==> src/hsct_pkg.sv <==
// Package for the hall six-step commutation throttle block.
// Holds channel payload types, register codes, reset values and commutation tables.
// No dependencies.
`default_nettype none

package hsct_pkg;

	// Field widths.
	localparam int HALL_W   = 3;
	localparam int LEVEL_W  = 12;
	localparam int PERIOD_W = 16;
	localparam int GATE_W   = 6;
	localparam int DUTY_W   = 16;
	localparam int REG_IDX_W = 2;
	localparam int CFG_DATA_W = 16;

	// Serial divider sizing: (throttle - stop_level) * pwm_period over a level span.
	localparam int DIVIDEND_W = LEVEL_W + PERIOD_W;
	localparam int DIVISOR_W  = LEVEL_W;

	// Configuration register indexes.
	localparam logic [REG_IDX_W-1:0] REG_START_LEVEL = 2'd0;
	localparam logic [REG_IDX_W-1:0] REG_STOP_LEVEL  = 2'd1;
	localparam logic [REG_IDX_W-1:0] REG_FULL_LEVEL  = 2'd2;
	localparam logic [REG_IDX_W-1:0] REG_PWM_PERIOD  = 2'd3;

	// Register reset values.
	localparam logic [LEVEL_W-1:0]  START_LEVEL_RST = 12'd200;
	localparam logic [LEVEL_W-1:0]  STOP_LEVEL_RST  = 12'd50;
	localparam logic [LEVEL_W-1:0]  FULL_LEVEL_RST  = 12'd4000;
	localparam logic [PERIOD_W-1:0] PWM_PERIOD_RST  = 16'd4500;

	// Gate patterns indexed by hall code; codes 0 and 7 turn every gate off.
	localparam logic [GATE_W-1:0] FWD_PATTERN [8] = '{
		6'h00, 6'h12, 6'h09, 6'h18, 6'h24, 6'h06, 6'h21, 6'h00
	};
	localparam logic [GATE_W-1:0] BWD_PATTERN [8] = '{
		6'h00, 6'h21, 6'h06, 6'h24, 6'h18, 6'h09, 6'h12, 6'h00
	};

	typedef struct packed {
		logic [HALL_W-1:0]  hall_code;
		logic [LEVEL_W-1:0] throttle;
		logic               direction_switch;
	} in_item_t;

	typedef struct packed {
		logic [GATE_W-1:0] gate_enables;
		logic [DUTY_W-1:0] duty_count;
		logic              motor_running;
		logic              spin_direction;
	} out_item_t;

	typedef struct packed {
		logic [REG_IDX_W-1:0]  reg_index;
		logic [CFG_DATA_W-1:0] wr_data;
	} cfg_wr_t;

	// Divider handshake.
	typedef struct packed {
		logic start;
	} div_ctl_t;

	typedef struct packed {
		logic busy;
		logic done;
	} div_sts_t;

endpackage

`default_nettype wire

==> src/hsct_chan_if.sv <==
// Valid/ready channel carrying one payload beat of a chosen type.
// Depends on nothing; payload types come from hsct_pkg at instantiation.
`default_nettype none

interface hsct_chan_if #(
	parameter type T = logic
);
	logic valid;
	logic ready;
	T     data;

	modport source (output valid, output data, input ready);
	modport sink (input valid, input data, output ready);
endinterface

`default_nettype wire

==> src/hall_six_step_commutation_throttle.sv <==
// Top level: six-step hall commutation with throttle hysteresis and duty ramp.
// Depends on hsct_pkg, hsct_chan_if and hsct_div.
//
// Channel   Role  Payload                                              Notes
// samples   sink  hall_code, throttle, direction_switch                one sample per beat
// results   src   gate_enables, duty_count, motor_running, spin_dir.  one result per sample
// cfg       sink  reg_index, wr_data                                  always ready
//
// A sample on the duty ramp goes through the 12x16 multiply, then the serial divider over
// the 28-bit dividend, one quotient bit per cycle, plus sequencing.
// Samples that need no division (stop, hysteresis band, clamp) skip to the output state.
// samples.ready is high only while the sequencer is idle.
// A result waits in the output register while results.ready is low; the next sample
// may be accepted meanwhile but its result holds in the sequencer until the register frees.
// Reset returns the registers to their defaults and the motor to stopped.
`default_nettype none

module hall_six_step_commutation_throttle (
	input  wire logic   clk,
	input  wire logic   arst_n,
	hsct_chan_if.sink   samples,
	hsct_chan_if.source results,
	hsct_chan_if.sink   cfg
);

	localparam int ST_W = 3;
	localparam logic [ST_W-1:0] ST_IDLE      = 3'd0;
	localparam logic [ST_W-1:0] ST_MUL       = 3'd1;
	localparam logic [ST_W-1:0] ST_DIV_START = 3'd2;
	localparam logic [ST_W-1:0] ST_DIV_WAIT  = 3'd3;
	localparam logic [ST_W-1:0] ST_OUT       = 3'd4;

	logic [ST_W-1:0] st_q;

	// Configuration registers.
	logic [hsct_pkg::LEVEL_W-1:0]  start_level_q;
	logic [hsct_pkg::LEVEL_W-1:0]  stop_level_q;
	logic [hsct_pkg::LEVEL_W-1:0]  full_level_q;
	logic [hsct_pkg::PERIOD_W-1:0] pwm_period_q;

	// Motor state.
	logic                        running_q;
	logic                        direction_q;
	logic [hsct_pkg::DUTY_W-1:0] duty_q;

	// Sample payload held during the computation.
	logic [hsct_pkg::HALL_W-1:0]     hall_q;
	logic [hsct_pkg::LEVEL_W-1:0]    thr_q;
	logic [hsct_pkg::DIVIDEND_W-1:0] product_q;

	// Output register.
	logic                  res_valid_q;
	hsct_pkg::out_item_t   res_q;

	logic                        accept;
	logic                        above_start;
	logic                        below_stop;
	logic                        clamp_full;
	logic [hsct_pkg::DUTY_W-1:0] ceiling;
	logic [hsct_pkg::LEVEL_W-1:0] ramp_offset;
	logic                        out_free;
	logic [hsct_pkg::GATE_W-1:0] gates;

	hsct_pkg::div_ctl_t                div_ctl;
	hsct_pkg::div_sts_t                div_sts;
	logic [hsct_pkg::DIVIDEND_W-1:0]   quotient;
	logic [hsct_pkg::DIVISOR_W-1:0]    span;

	// Handshakes.
	assign samples.ready = (st_q == ST_IDLE);
	assign cfg.ready     = 1'b1;
	assign accept        = samples.valid && samples.ready;
	assign out_free      = !res_valid_q || results.ready;

	// Threshold compares on the incoming sample.
	assign above_start = samples.data.throttle > start_level_q;
	assign below_stop  = samples.data.throttle < stop_level_q;
	assign clamp_full  = (samples.data.throttle > full_level_q) || (full_level_q <= start_level_q);

	// Duty ceiling is period + 1, saturated to the duty width.
	assign ceiling = (pwm_period_q == '1) ? '1 : pwm_period_q + 1'b1;

	assign ramp_offset = thr_q - stop_level_q;
	assign span        = full_level_q - start_level_q;
	assign div_ctl.start = (st_q == ST_DIV_START);

	hsct_div u_div (
		.clk      (clk),
		.arst_n   (arst_n),
		.ctl      (div_ctl),
		.dividend (product_q),
		.divisor  (span),
		.sts      (div_sts),
		.quotient (quotient)
	);

	// Configuration writes.
	always_ff @(posedge clk or negedge arst_n) begin
		if (!arst_n) begin
			start_level_q <= hsct_pkg::START_LEVEL_RST;
			stop_level_q  <= hsct_pkg::STOP_LEVEL_RST;
			full_level_q  <= hsct_pkg::FULL_LEVEL_RST;
			pwm_period_q  <= hsct_pkg::PWM_PERIOD_RST;
		end else if (cfg.valid && cfg.ready) begin
			unique case (cfg.data.reg_index)
				hsct_pkg::REG_START_LEVEL:
					start_level_q <= cfg.data.wr_data[hsct_pkg::LEVEL_W-1:0];
				hsct_pkg::REG_STOP_LEVEL:
					stop_level_q <= cfg.data.wr_data[hsct_pkg::LEVEL_W-1:0];
				hsct_pkg::REG_FULL_LEVEL:
					full_level_q <= cfg.data.wr_data[hsct_pkg::LEVEL_W-1:0];
				hsct_pkg::REG_PWM_PERIOD:
					pwm_period_q <= cfg.data.wr_data[hsct_pkg::PERIOD_W-1:0];
				default: ;
			endcase
		end
	end

	// Sequencer and motor state.
	always_ff @(posedge clk or negedge arst_n) begin
		if (!arst_n) begin
			st_q        <= ST_IDLE;
			running_q   <= 1'b0;
			direction_q <= 1'b0;
			duty_q      <= '0;
		end else begin
			unique case (st_q)
				ST_IDLE: begin
					if (accept) begin
						st_q <= ST_OUT;
						if (above_start) begin
							if (!running_q) begin
								running_q   <= 1'b1;
								direction_q <= samples.data.direction_switch;
							end
							if (below_stop) begin
								duty_q <= '0;
							end else if (clamp_full) begin
								duty_q <= ceiling;
							end else begin
								st_q <= ST_MUL;
							end
						end else if (running_q && below_stop) begin
							running_q <= 1'b0;
							duty_q    <= '0;
						end
					end
				end
				ST_MUL: begin
					st_q <= ST_DIV_START;
				end
				ST_DIV_START: begin
					st_q <= ST_DIV_WAIT;
				end
				ST_DIV_WAIT: begin
					if (div_sts.done) begin
						st_q <= ST_OUT;
						if (quotient > hsct_pkg::DIVIDEND_W'(ceiling)) begin
							duty_q <= ceiling;
						end else begin
							duty_q <= quotient[hsct_pkg::DUTY_W-1:0];
						end
					end
				end
				ST_OUT: begin
					if (out_free) begin
						st_q <= ST_IDLE;
					end
				end
				default: begin
					st_q <= ST_IDLE;
				end
			endcase
		end
	end

	// Sample payload and the ramp product.
	always_ff @(posedge clk) begin
		if (accept) begin
			hall_q <= samples.data.hall_code;
			thr_q  <= samples.data.throttle;
		end
		if (st_q == ST_MUL) begin
			product_q <= hsct_pkg::DIVIDEND_W'(ramp_offset) *
				hsct_pkg::DIVIDEND_W'(pwm_period_q);
		end
	end

	// Gate pattern from the commutation tables; all off while stopped.
	always_comb begin
		if (!running_q) begin
			gates = '0;
		end else if (direction_q) begin
			gates = hsct_pkg::FWD_PATTERN[hall_q];
		end else begin
			gates = hsct_pkg::BWD_PATTERN[hall_q];
		end
	end

	// Output register valid.
	always_ff @(posedge clk or negedge arst_n) begin
		if (!arst_n) begin
			res_valid_q <= 1'b0;
		end else if ((st_q == ST_OUT) && out_free) begin
			res_valid_q <= 1'b1;
		end else if (results.ready) begin
			res_valid_q <= 1'b0;
		end
	end

	// Output register payload.
	always_ff @(posedge clk) begin
		if ((st_q == ST_OUT) && out_free) begin
			res_q.gate_enables  <= gates;
			res_q.duty_count    <= duty_q;
			res_q.motor_running <= running_q;
			res_q.spin_direction <= direction_q;
		end
	end

	assign results.valid = res_valid_q;
	assign results.data  = res_q;

	// The divider only runs while the sequencer waits on it.
	a_div_busy_not_idle: assert property (@(posedge clk) disable iff (!arst_n)
		div_sts.busy |-> (st_q == ST_DIV_WAIT))
		else $error("divider busy outside the divide wait");

	// A finished division is only reported while the sequencer waits for it.
	a_div_done_in_wait: assert property (@(posedge clk) disable iff (!arst_n)
		div_sts.done |-> (st_q == ST_DIV_WAIT))
		else $error("divider done outside the divide wait");

	// An accepted sample always takes the sequencer out of idle.
	a_accept_leaves_idle: assert property (@(posedge clk) disable iff (!arst_n)
		accept |=> (st_q != ST_IDLE))
		else $error("sequencer stayed idle after a sample beat");

	// A stopped motor never drives any gate.
	a_stopped_gates_off: assert property (@(posedge clk) disable iff (!arst_n)
		(results.valid && !results.data.motor_running) |-> (results.data.gate_enables == '0))
		else $error("gates enabled while the motor is stopped");

endmodule

`default_nettype wire

==> src/hsct_div.sv <==
// Restoring serial divider, one quotient bit per cycle.
// Depends on hsct_pkg for operand widths and the control/status structs.
`default_nettype none

module hsct_div (
	input  wire logic                           clk,
	input  wire logic                           arst_n,
	input  wire hsct_pkg::div_ctl_t             ctl,
	input  wire logic [hsct_pkg::DIVIDEND_W-1:0] dividend,
	input  wire logic [hsct_pkg::DIVISOR_W-1:0]  divisor,
	output hsct_pkg::div_sts_t                  sts,
	output logic [hsct_pkg::DIVIDEND_W-1:0]     quotient
);

	localparam int CNT_W = $clog2(hsct_pkg::DIVIDEND_W + 1);

	logic [CNT_W-1:0]                   cnt_q;
	logic                               busy_q;
	logic                               done_q;
	logic [hsct_pkg::DIVISOR_W-1:0]     rem_q;
	logic [hsct_pkg::DIVIDEND_W-1:0]    quo_q;
	logic [hsct_pkg::DIVISOR_W:0]       trial;
	logic                               fits;

	// Bring down the next dividend bit and try one subtraction.
	assign trial = {rem_q, quo_q[hsct_pkg::DIVIDEND_W-1]};
	assign fits  = trial >= {1'b0, divisor};

	// Step counter and status.
	always_ff @(posedge clk or negedge arst_n) begin
		if (!arst_n) begin
			cnt_q  <= '0;
			busy_q <= 1'b0;
			done_q <= 1'b0;
		end else begin
			done_q <= 1'b0;
			if (ctl.start) begin
				cnt_q  <= CNT_W'(hsct_pkg::DIVIDEND_W);
				busy_q <= 1'b1;
			end else if (busy_q) begin
				cnt_q <= cnt_q - 1'b1;
				if (cnt_q == CNT_W'(1)) begin
					busy_q <= 1'b0;
					done_q <= 1'b1;
				end
			end
		end
	end

	// Remainder and quotient shift register.
	always_ff @(posedge clk) begin
		if (ctl.start) begin
			rem_q <= '0;
			quo_q <= dividend;
		end else if (busy_q) begin
			if (fits) begin
				rem_q <= hsct_pkg::DIVISOR_W'(trial - {1'b0, divisor});
			end else begin
				rem_q <= trial[hsct_pkg::DIVISOR_W-1:0];
			end
			quo_q <= {quo_q[hsct_pkg::DIVIDEND_W-2:0], fits};
		end
	end

	assign sts.busy = busy_q;
	assign sts.done = done_q;
	assign quotient = quo_q;

endmodule

`default_nettype wire

==> src/flat_wrapper.sv <==
// flat-port wrapper written by rule: the top's interface ports become plain ports
module hall_six_step_commutation_throttle_flat 
  (clk, arst_n, samples_valid, samples_data, samples_ready, results_valid, results_data, results_ready, cfg_valid, cfg_data, cfg_ready);
  hsct_chan_if #(.T(hsct_pkg::in_item_t)) samples_i ();
  hsct_chan_if #(.T(hsct_pkg::out_item_t)) results_i ();
  hsct_chan_if #(.T(hsct_pkg::cfg_wr_t)) cfg_i ();
  input  wire logic clk;
  input  wire logic arst_n;
  input wire logic [$bits(samples_i.valid)-1:0] samples_valid;
  input wire logic [$bits(samples_i.data)-1:0] samples_data;
  output wire logic [$bits(samples_i.ready)-1:0] samples_ready;
  output wire logic [$bits(results_i.valid)-1:0] results_valid;
  output wire logic [$bits(results_i.data)-1:0] results_data;
  input wire logic [$bits(results_i.ready)-1:0] results_ready;
  input wire logic [$bits(cfg_i.valid)-1:0] cfg_valid;
  input wire logic [$bits(cfg_i.data)-1:0] cfg_data;
  output wire logic [$bits(cfg_i.ready)-1:0] cfg_ready;
  assign samples_i.valid = samples_valid;
  assign samples_i.data = samples_data;
  assign samples_ready = samples_i.ready;
  assign results_valid = results_i.valid;
  assign results_data = results_i.data;
  assign results_i.ready = results_ready;
  assign cfg_i.valid = cfg_valid;
  assign cfg_i.data = cfg_data;
  assign cfg_ready = cfg_i.ready;
  hall_six_step_commutation_throttle u_core (.clk(clk), .arst_n(arst_n), .samples(samples_i), .results(results_i), .cfg(cfg_i));
endmodule
==> config.mk <==
export PLATFORM = sky130hd
export DESIGN_NAME = hall_six_step_commutation_throttle_flat
export DESIGN_NICKNAME = d
export VERILOG_FILES = /design/src/hsct_pkg.sv /design/src/hsct_chan_if.sv /design/src/hall_six_step_commutation_throttle.sv /design/src/hsct_div.sv /design/src/flat_wrapper.sv
export SDC_FILE = /design/constraint.sdc
export NUM_CORES = 1
export LEC_CHECK = 0
export ABC_AREA = 1
export BUFFER_PORTS_ARGS = -buffer_cell sky130_fd_sc_hd__buf_2
export CORE_MARGIN = 2
export CORE_UTILIZATION = 60
export DETAILED_ROUTE_END_ITERATION = 7
export PLACE_DENSITY = 0.78
export SETUP_SLACK_MARGIN = 0.02
export SLEW_MARGIN = 5
export SYNTH_ARGS = -nofsm -noshare
export SYNTH_HDL_FRONTEND = slang
export SYNTH_SLANG_ARGS = --single-unit
==> constraint.sdc <==
create_clock -name clk -period 7.43 [get_ports clk]
set_clock_uncertainty 0.1 [all_clocks]
set_input_delay 0.3715 -clock clk [delete_from_list [all_inputs] [get_ports clk]]
set_output_delay 0.3715 -clock clk [all_outputs]
set_load 0.05 [all_outputs]
Word-level counts from Yosys, hierarchy flattened --
Memories as Yosys holds them, arrays and structs flattened. Cells that the tools add are included.
Operators by class: equal/unequal tests 14, divide/modulo/power cells 0, multipliers 1, add/subtract/negate cells 5, bitwise logic cells 2, reductions and logical operators 20, shift-type cells 0, multiplexer cells 36, $lt $le $gt $ge 7
Operators by type and width (number):
- 16-bit 2-to-1 mux | 8
- 28-bit 2-to-1 mux | 2
- 12-bit subtractor | 3
- 16-bit case mux with 2 select lines | 1
- 6-bit 2-to-1 mux | 5
- 28-bit by 16-bit greater-than comparator with 1-bit output | 1
- 12-bit by 16-bit multiplier with 28-bit output | 1
- 12-bit greater-than comparator | 2
- 3-bit 2-to-1 mux | 6
- 16-bit by 1-bit adder with 16-bit output, second input constant | 1
- 16-bit equality test, second input constant | 1
- 3-bit case mux with 5 select lines | 1
- 13-bit by 12-bit greater-or-equal comparator with 1-bit output | 1
- 12-bit less-or-equal comparator | 1
- 12-bit < comparator | 1
- 12-bit 2-to-1 mux | 1
- 1-bit 2-to-1 mux | 10
- 5-bit 2-to-1 mux | 2
- 2-bit AND reduction | 4
- 2-bit nonzero test | 4
- 3-bit by 2-bit equality test with 1-bit output, second input constant | 2
- 3-bit AND reduction | 2
- 5-bit by 1-bit equality test with 1-bit output, second input constant | 1
- 5-bit AND reduction | 1
- 18 further kinds | 23
Word-level totals: register bits after elaboration 188, bits in latches 0, input bits 39, memory bits (writable) 0, output and inout port bits 27, memories 2, memory bits (read-only) 96
Memories:
- (name not given) | depth 8, width 6, read ports 1, clocked after Yosys merged registers in 0, wr ports 0, line hall_six_step_commutation_throttle.sv:194 | gates = hsct_pkg::FWD_PATTERN[hall_q];
- (name not given) | depth 8, width 6, read ports 1, clocked after Yosys merged registers in 0, wr ports 0, line hall_six_step_commutation_throttle.sv:196 | gates = hsct_pkg::BWD_PATTERN[hall_q];

Logic depth before layout (Yosys ltp) --
Gate-level depths: netlist (run 1).
depth after elaboration 7, gate-level depth with buffers 33, mapped depth without buffers 32

Modules after synthesis --
Synthesis (run 1) repeated with hierarchy kept, for this count alone.
Unflattened totals: cells, all modules 2210, area total of the unflattened synthesis 17489.3 µm²
Modules (own cells, without submodules):
- hall_six_step_commutation_throttle | instances 1, cells an instance 1815, area an instance 14577.7 µm², seq. area each 3885.0 µm²
- hsct_div | instances 1, cells an instance 395, area an instance 2911.5 µm², seq. area each 1256.2 µm²

Worst setup path before layout (run 1) --
OpenSTA, ideal clock, no wires.
path type register to register, from register u_core.stop_level_q[1] (netlist bit), to register u_core.product_q[27] (netlist bit) (data pin), stages on the path, launching flop included 29, clock period less this slack 6342 ps, path slack 1088 ps, path buffers 1, arrival time 5981 ps, cells stage by stage dfstp_2 -> inv_1 -> ha_1 -> a21oi_1 -> o21ai_0 -> nand2_1 -> nand2_1 -> a21oi_1 -> or2_2 -> nand2_1 -> inv_1 -> buf_2 -> nand2_1 -> fa_1 -> fa_1 -> fa_1 -> inv_1 -> fa_1 -> inv_1 -> fa_1 -> inv_1 -> ha_1 -> a21o_1 -> or2_2 -> a21oi_1 -> o21ai_0 -> nand2_1 -> nand2_1 -> xor2_1
Between the ends: cells in the longest elaborated chain, start to end 2
Ends and longest elaborated chain:
- start: declaration | line hall_six_step_commutation_throttle.sv:37 | logic [hsct_pkg::LEVEL_W-1:0] stop_level_q;
- start signal: assignment | line hall_six_step_commutation_throttle.sv:101 | stop_level_q <= hsct_pkg::STOP_LEVEL_RST;
- start signal: assignment | line hall_six_step_commutation_throttle.sv:109 | stop_level_q <= cfg.data.wr_data[hsct_pkg::LEVEL_W-1:0];
- 12-bit subtractor | line hall_six_step_commutation_throttle.sv:83 | assign ramp_offset = thr_q - stop_level_q;
- 12-bit by 16-bit multiplier with 28-bit output | line hall_six_step_commutation_throttle.sv:184 | product_q <= hsct_pkg::DIVIDEND_W'(ramp_offset) *
- end signal: assignment | line hall_six_step_commutation_throttle.sv:184
- end: declaration | line hall_six_step_commutation_throttle.sv:49 | logic [hsct_pkg::DIVIDEND_W-1:0] product_q;
No other way between the ends. A chain may end at the register's enable or synchronous reset.

Worst setup path after layout (run 1) --
Same ends and word-level chain as after synthesis.

==> impl_metrics.csv, run 1 <==
group,metric,value,unit
status,outcome,"complete, no violations",
routing,dr_wl_met3,2.88,mm
routing,route.detailed.drc,0,
global_routing,grt_max_degree,58,
finish,nFillCells,2427,
global_routing,antenna_found_initial,0,
routing,ant_nets,0,
global_routing,grt_use_total,0.293,
min_path,hold_path_class,"input pin to flop",
finish,antenna_cells,0,
sta,fin_crit,6980,ps
logic_synthesis,syn_area,16900,µm²
logic_synthesis,synthCells,2074,
cts,clockBufferDepth,2,
cts,clk_latency,450,ps
sta,period_share,0.939,
placed_design,gp_congestion,0.943,
sta,setup_viol,0,
routing,avgViaCountPerCell,5.45,
setup_path,path_buf_inv,5,
min_path,whs_path_depth,1,
logic_synthesis,ys.flop_type,"edfxtp_1",
setup_path,r2r_start,"u_core.stop_level_q[1]$_DFFE_PN1P_",
floorplanning,rows,61,
finish,fin_cells,2504,
global_routing,grt_pass1_wl,67.3,mm
routing,drt-met1-wl,17.6,mm
setup_path,critPathSlowestCell,"fa_1",
logic_synthesis,synth_seq_area_share,0.304,
finish,stdcell_area,18100,µm²
cts,root_buffer,"clkbuf_16",
routing,dr.pass1.iters,7,
setup_path,reg2reg_depth,27,
sta,tightest_slew,1040,ps
cts,clock-sinks,188,
setup_path,crit_top_cell,"nand2_1",
cts,cts_setup_buffers,0,
cts,clk_pin_slew,80,ps
routing,drt-initial-drc-count,1106,
placed_design,portBuffers,64,
logic_synthesis,syn_area_per_cell,8.16,µm²
floorplanning,die_h,172,µm
setup_path,critPathMaxFanout,11,
placed_design,dpl_cell_area,17600,µm²
setup_path,crit_path_start_kind,"flop",
logic_synthesis,syn-num-nets,2411,
setup_path,r2r-end,"u_core.product_q[27]$_DFFE_PP_",
setup_path,rrSetupSlack,450,ps
finish,drive_gt1_frac,0.0762,
placed_design,dp_hpwl,32.2,mm
placed_design,place_inst,2470,
setup_path,slowest_delay,580,ps
setup_path,crit_required,7520,ps
routing,wl_per_cell,16.2,µm
flow_run,drv_cap,0,
sta,slew_violations,0,
logic_synthesis,async_flop_share,0.431,
floorplanning,ios,66,
finish,syn_to_final_growth,7.15,%
setup_path,worst-path-stages,27,
cts,cts-buffers-inserted,17,
sta,finalSetupTns,0,ps
cts,htreeDepth,4,
setup_path,arrival,7070,ps
setup_path,crit_path_end,"u_core.product_q[27]$_DFFE_PP_",
floorplanning,fp.coreArea,27800,µm²
finish,nets,2450,
routing,drt_wl_total,40.7,mm
setup_path,path_class,"flop to flop",
setup_path,endpoint_kind,"flop",
cts,cts_tree,"built",
floorplanning,die_area,29600,µm²
routing,wl_met2,19.2,mm
floorplanning,die_x,172,µm
floorplanning,start_util,0.609,
logic_synthesis,synth_cell_types,46,
sta,hold_viol,0,
setup_path,crit_family,"adder cells",
sta,relSlewSlack,0.305,
logic_synthesis,yosysWarningCount,0,
routing,vias,13700,
sta,rsz0062_at_grt,"true",
sta,fmax,143,MHz
global_routing,grt_pass1_vias,13600,
setup_path,startpoint,"u_core.stop_level_q[1]$_DFFE_PN1P_",
logic_synthesis,synth_edf_count,95,
routing,top_layer_used,"met4",
logic_synthesis,ys_ff_latch,188,
global_routing,overflow,0,
routing by layer:
metal	GRT usage	vias to the layer above
met1	0.393	6496
met4	0.0884	0
li1	-	6578
met2	0.490	517
met3	0.0517	64
met5	0	-
through the flow:
| step | hold slack [ps] | worst slack [ps] | utilization |
|---|---|---|---|
| 2_1_floorplan | -24.1 | 1090 | - |
| 5_1_grt | 2.65 | 1.44 | 0.653 |
| 3_5_place_dp | 205 | 508 | 0.632 |
| 6_report | 15.3 | 453 | 0.653 |
| 3_3_place_gp | 199 | 673 | 0.632 |
| 4_1_cts | 5.18 | 454 | 0.652 |
registers in the layout (all words and copies together), names as in the netlist, 5 cells and up:
| signal | cells |
|---|---|
| u_core.product_q | 28 |
| u_core.u_div.quotient | 28 |
| u_core.results.data | 24 |
| u_core.duty_q | 16 |
| u_core.pwm_period_q | 16 |
| u_core.full_level_q | 12 |
| u_core.start_level_q | 12 |
| u_core.stop_level_q | 12 |
| u_core.thr_q | 12 |
| u_core.u_div.rem_q | 12 |
| u_core.u_div.cnt_q | 5 |
Yosys cell counts, types with 13 or more instances:
cell        n  area share
clkbuf_1   40      0.0089
dfstp_2    17       0.026
nor3_1     13      0.0038
o21ai_0    92       0.027
fa_1      143        0.17
dfrtp_1    64       0.095
nor2_1    169       0.037
nand3_1   101       0.030
inv_1     382       0.085
edfxtp_1   95        0.17
nand2_1   516        0.11
xnor2_1    19      0.0098
nand4_1    16      0.0059
xor2_1     31       0.016
a21oi_1    97       0.029
ha_1      155        0.11
cells in the final DEF, fill, tap and decap left out, drive strengths merged, types with 3 or more instances in the layout:
| cell type | instances |
|---|---|
| nand2 | 520 |
| inv | 402 |
| nor2 | 178 |
| ha | 155 |
| fa | 143 |
| nand3 | 101 |
| a21oi | 97 |
| edfxtp | 95 |
| o21ai | 94 |
| buf | 73 |
| dfrtp | 64 |
| xor2 | 31 |
| xnor2 | 19 |
| clkbuf | 18 |
| dfstp | 17 |
| nand4 | 16 |
| nor3 | 14 |
| a21o | 12 |
| dfxtp | 12 |
| or2 | 10 |
| a31oi | 9 |
| o211ai | 8 |
| clkinv | 7 |
| o21bai | 5 |
| a21boi | 4 |
| nand3b | 4 |
| mux2 | 4 |
| o21a | 3 |
timing repair:
action / CTS / global route
resized for setup: 0 / 1
endpoints found under the hold margin: 18 / 0
endpoints found under the setup margin: 0 / 2
hold buffers: 2 / 0
logic make-up after synthesis:
family                     share of synthesized area
DFF                                            0.304
AOI/OAI and AO/OA                             0.0763
other                                       0.000222
buffers and inverters                          0.102
and+or+nand+nor                                0.205
muxes                                        0.00266
xor gates and xnor gates                      0.0259
adders and majority gates                      0.284
how the worst min path moves through the flow:
stage / from / endpoint / slack, ps
5_1_grt: samples_data[13] / u_core.hall_q[0]$_DFFE_PP_ / 3
2_1_floorplan: arst_n / u_core.direction_q$_DFFE_PN0P_ / -20
6_report: samples_data[14] / u_core.hall_q[1]$_DFFE_PP_ / 20
3_3_place_gp: arst_n / u_core.start_level_q[5]$_DFFE_PN0P_ / 200
3_5_place_dp: arst_n / u_core.start_level_q[5]$_DFFE_PN0P_ / 210
4_1_cts: samples_data[15] / u_core.hall_q[2]$_DFFE_PP_ / 5
layout make-up:
class | count | area, µm² | share of cell area
well taps | 378 | 473 | 0.0261
flip-flops and latches | 188 | 5140 | 0.284
inverters | 395 | 1480 | 0.0818
multi-input cells | 1436 | 10100 | 0.555
clock buffers | 18 | 429 | 0.0237
clock inverters | 14 | 126 | 0.00697
repair buffers | 75 | 410 | 0.0226
Power of run 1 is left out: the tool's default activity adds up to more than one toggle a clock period on the data nets, which glitch-free logic cannot reach.
==> inputs of run 2 (changes only) <==
Settings changed: CTS_CLUSTER_DIAMETER set to 40, SYNTH_HIERARCHICAL set to 1.
==> impl_metrics.csv, run 2 <==
group,metric,value,unit
setup_path,reg2reg_depth,23,
sta,setup_viol,0,
setup_path,endpoint_kind,"flop",
cts,clockBufferDepth,2,
logic_synthesis,yosysWarningCount,6,
placed_design,gp_congestion,0.930,
sta,finalSetupTns,0,ps
min_path,whs_path_depth,1,
sta,tightest_slew,1200,ps
sta,hold_viol,0,
min_path,hold_path_class,"input pin to flop",
setup_path,r2r-end,"u_core/product_q[20]$_DFFE_PP_",
global_routing,grt_use_total,0.301,
floorplanning,die_h,175,µm
global_routing,overflow,0,
finish,drive_gt1_frac,0.0797,
floorplanning,die_x,175,µm
flow_run,drv_cap,0,
finish,nFillCells,2474,
min_path,min_from,"samples_data[14]",
placed_design,portBuffers,64,
sta,rsz0062_at_grt,"false",
floorplanning,start_util,0.609,
placed_design,place_inst,2608,
floorplanning,ios,66,
placed_design,dp_hpwl,34.6,mm
global_routing,grt_pass1_vias,14600,
finish,antenna_cells,0,
routing,avgViaCountPerCell,5.55,
cts,cts-buffers-inserted,17,
cts,htreeDepth,4,
cts,cts_tree,"built",
logic_synthesis,syn_area,17500,µm²
sta,relSlewSlack,0.196,
global_routing,grt_pass1_wl,72.5,mm
cts,clk_latency,450,ps
setup_path,path_class,"flop to flop",
routing,drt_wl_total,44.2,mm
global_routing,grt_max_degree,74,
floorplanning,fp.coreArea,28700,µm²
status,outcome,"complete, no violations",
setup_path,r2r_start,"u_core/stop_level_q[4]$_DFFE_PN1P_",
min_path,whs_endpoint,"u_core/hall_q[1]$_DFFE_PP_",
finish,final_common_cell,"nand2_1",
cts,clock-sinks,188,
global_routing,grt_use_met2,0.499,
routing,ant_nets,0,
routing,vias,14700,
sta,period_share,0.915,
setup_path,critPathMaxFanout,9,
logic_synthesis,synthCells,2209,
routing,route.detailed.drc,0,
global_routing,use_met3,0.0513,
routing,drt-initial-drc-count,1302,
setup_path,arrival,6890,ps
global_routing,gr-usage-met1,0.398,
sta,slew_violations,0,
routing,wl_per_cell,16.7,µm
finish,fin_cells,2642,
setup_path,rrSetupSlack,630,ps
finish,nets,2582,
finish,most-common-layout-cells,"613 x nand2_1, 410 x inv_1, 155 x ha_1",
cts,root_buffer,"clkbuf_16",
routing,dr.pass1.iters,5,
sta,fmax,147,MHz
setup_path,crit_path_start_kind,"flop",
global_routing,grt-busiest-layer,"met2",
logic_synthesis,syn_area_per_cell,7.91,µm²
sta,fin_crit,6800,ps
global_routing,antenna_found_initial,0,
cts,clk_pin_slew,70,ps
logic_synthesis,syn-num-nets,2546,
setup_path,crit_required,7520,ps
floorplanning,rows,62,
cts,cts_setup_buffers,0,
floorplanning,die_area,30500,µm²
finish,syn_to_final_growth,7.05,%
==> run 2: worst max-delay path by stage <==
stage | startpoint | slack [ps] | end | depth (start not counted)
2_1_floorplan | u_core/stop_level_q[1]$_DFFE_PN1P_ | 1250 | u_core/product_q[22]$_DFFE_PP_ | 30
3_3_place_gp | u_core/stop_level_q[4]$_DFFE_PN1P_ | 600 | u_core/product_q[24]$_DFFE_PP_ | 23
3_5_place_dp | u_core/stop_level_q[4]$_DFFE_PN1P_ | 400 | u_core/product_q[22]$_DFFE_PP_ | 27
4_1_cts | u_core/stop_level_q[4]$_DFFE_PN1P_ | 360 | u_core/product_q[25]$_DFFE_PP_ | 25
5_1_grt | u_core/thr_q[0]$_DFFE_PP_ | 160 | u_core/product_q[22]$_DFFE_PP_ | 32
6_report | u_core/stop_level_q[4]$_DFFE_PN1P_ | 630 | u_core/product_q[20]$_DFFE_PP_ | 23
==> run 2: what timing repair did <==
action                                  4_1_cts  5_1_grt
endpoints found under the setup margin        0        9
hold buffers                                  2        0
resized for setup                             0        3
endpoints found under the hold margin         9        0
==> run 2: metrics by stage <==
stage / utilization / worst slack [ps] / area [µm²] / hold WS [ps]
floorplan: - / 1250 / 17500 / -24.1
global placement: 0.630 / 598 / 18100 / 95.2
detailed placement: 0.630 / 401 / 18100 / 102
CTS: 0.652 / 359 / 18700 / 1.85
global route: 0.652 / 163 / 18700 / 2.04
finish: 0.652 / 628 / 18700 / 12.7
==> run 2: cell type report <==
cell class | count | area, µm² | share of cell area
flip-flops and latches | 188 | 5140 | 0.275
inverters | 429 | 1620 | 0.0867
clock inverters | 14 | 150 | 0.00802
well taps | 384 | 480 | 0.0257
clock buffers | 18 | 439 | 0.0235
repair buffers | 77 | 425 | 0.0227
multi-input cells | 1532 | 10500 | 0.559
==> run 2: worst max-delay path: stages (launching register included) <==
cell and delay (ps):
dfstp_2 530, inv_1 50, ha_1 340, a21oi_1 180, o21ai_1 110, nand2_1 90
nand4_1 390, nand2_1 490, nor2_1 110, fa_1 470, fa_1 530, fa_1 530
fa_1 550, inv_1 60, fa_1 520, inv_1 40, ha_1 370, nand2_1 120
nor2_1 100, inv_1 60, nor4_1 340, a21o_1 210, a21oi_1 80, xnor2_1 140
==> run 2: per-layer routing <==
metal  vias to the layer above  share of wire
li1                       6954              -
met1                      6940           0.42
met2                       651           0.46
met3                       114          0.085
met4                         0          0.035
met5                         -              0
Power of run 2 is left out for the same reason.
==> inputs of run 3 (changes only) <==
--- a/config.mk
+++ b/config.mk
@@ -11,3 +11,2 @@
 export CORE_UTILIZATION = 60
-export CTS_CLUSTER_DIAMETER = 40
 export DETAILED_ROUTE_END_ITERATION = 7
==> constraint.sdc (replaced) <==
create_clock -name clk -period 7.43 [get_ports clk]
set_clock_uncertainty 0.1 [all_clocks]
set_input_delay 2.229 -clock clk [delete_from_list [all_inputs] [get_ports clk]]
set_output_delay 2.229 -clock clk [all_outputs]
set_load 0.05 [all_outputs]
==> impl_metrics.csv, run 3 (synthesis gave the netlist of run 2 again) <==
group,metric,value,unit
status,outcome,"complete, no violations",
sta,period_share,0.918,
cts,clk_latency,450,ps
routing,ant_nets,0,
setup_path,path_buf_inv,4,
global_routing,grt_pass1_vias,14600,
global_routing,grt_pass1_wl,72.5,mm
min_path,min_from,"u_core/duty_q[3]$_DFFE_PN0P_",
cts,cts_tree,"built",
routing,dr.pass1.iters,8,
sta,slew_violations,0,
min_path,hold_path_class,"flop to flop",
routing,vias,14700,
placed_design,portBuffers,64,
setup_path,path_class,"flop to flop",
finish,fin_cells,2640,
finish,syn_to_final_growth,6.94,%
routing,route.detailed.drc,0,
floorplanning,fp.coreArea,28700,µm²
setup_path,endpoint_kind,"flop",
floorplanning,start_util,0.609,
finish,final_common_cell,"nand2_1",
floorplanning,die_area,30500,µm²
placed_design,place_inst,2608,
sta,tightest_slew,1210,ps
sta,relSlewSlack,0.192,
setup_path,crit_top_cell,"fa_1",
cts,clk_pin_slew,70,ps
setup_path,crit_required,7520,ps
cts,root_buffer,"clkbuf_16",
floorplanning,die_x,175,µm
sta,finalSetupTns,0,ps
floorplanning,rows,62,
sta,setup_viol,0,
routing,top_layer_used,"met4",
global_routing,antenna_found_initial,0,
flow_run,drv_cap,0,
sta,fmax,147,MHz
routing,wl_per_cell,16.8,µm
setup_path,crit_chain,"inv_1 > ha_1 > a21oi_1 > o21ai_1 > nand2_1 > nand4_1 > nand2_1 > nor2_1 > fa_1 > fa_1 > fa_1 > fa_1 > inv_1 > fa_1 > inv_1 > ha_1 > nand2_1 > nor2_1 > inv_1 > nor4_1 > a21o_1 > a21oi_1 > xnor2_1",
routing,avgViaCountPerCell,5.55,
cts,clock-sinks,188,
floorplanning,die_h,175,µm
floorplanning,ios,66,
global_routing,grt_use_total,0.301,
cts,htreeDepth,4,
setup_path,critPathSlowestCell,"fa_1",
setup_path,r2r_start,"u_core/stop_level_q[4]$_DFFE_PN1P_",
routing,dr_wl_met3,3.59,mm
global_routing,overflow,0,
cts,cts_setup_buffers,0,
placed_design,dp_hpwl,34.6,mm
setup_path,rrSetupSlack,610,ps
cts,cts-buffers-inserted,17,
sta,rsz0062_at_grt,"false",
global_routing,grt_max_degree,74,
placed_design,gp_congestion,0.930,
finish,most-common-layout-cells,"613 x nand2_1, 410 x inv_1, 155 x ha_1",
sta,layout_setup_ws,610,ps
setup_path,arrival,6910,ps
setup_path,critPathMaxFanout,9,
cts,clockBufferDepth,2,
routing,drt_wl_total,44.3,mm
finish,nets,2580,
routing,drt-met1-wl,18.6,mm
setup_path,crit_family,"adder cells",
sta,hold_viol,0,
setup_path,slowest_delay,550,ps
sta,fin_crit,6820,ps
routing,drt-initial-drc-count,1310,
routing,wl_met2,20.6,mm
placed_design,place_ws,401,ps
placed_design,dpl_cell_area,18100,µm²
finish,drive_gt1_frac,0.0798,
setup_path,crit_path_start_kind,"flop",
finish,antenna_cells,0,
setup_path,startpoint,"u_core/stop_level_q[4]$_DFFE_PN1P_",
finish,stdcell_area,18700,µm²
-- run 3: timing repair --
action	in CTS	in global routing
resized for setup	0	3
setup endpoints to repair	0	9
hold buffers	0	0
-- run 3: final cells by class --
cell class,instances,area (µm²)
Sequential cell,188,5140
Clock inverter,14,150
Tap cell,384,480
Fill cell,2476,10000
Clock buffer,18,439
Multi-Input combinational cell,1532,10500
Inverter,429,1620
Timing Repair Buffer,75,405
-- run 3: path summary, 6_finish.rpt --
kind,cells after the start,to
worst max-delay path,23,u_core/product_q[20]$_DFFE_PP_
worst min-delay path,0,u_core/results.data[5]$_DFFE_PP_
worst max register to register,23,u_core/product_q[20]$_DFFE_PP_
worst min register to register,0,u_core/results.data[5]$_DFFE_PP_
max in group asynchronous,2,u_core/duty_q[10]$_DFFE_PN0P_
min in group asynchronous,1,u_core/start_level_q[8]$_DFFE_PN0P_
-- run 3: metrics by stage --
stage	hold WS (ps)	util
3_3_place_gp	334	0.630
6_report	358	0.651
3_5_place_dp	340	0.630
2_1_floorplan	325	-
5_1_grt	368	0.651
4_1_cts	360	0.651
-- run 3: layer usage --
metal	GRT usage	vias to the layer above
li1	-	6952
met1	0.398	6980
met2	0.499	602
met3	0.0513	125
met4	0.113	0
met5	0	-
Power of run 3 is left out for the same reason.
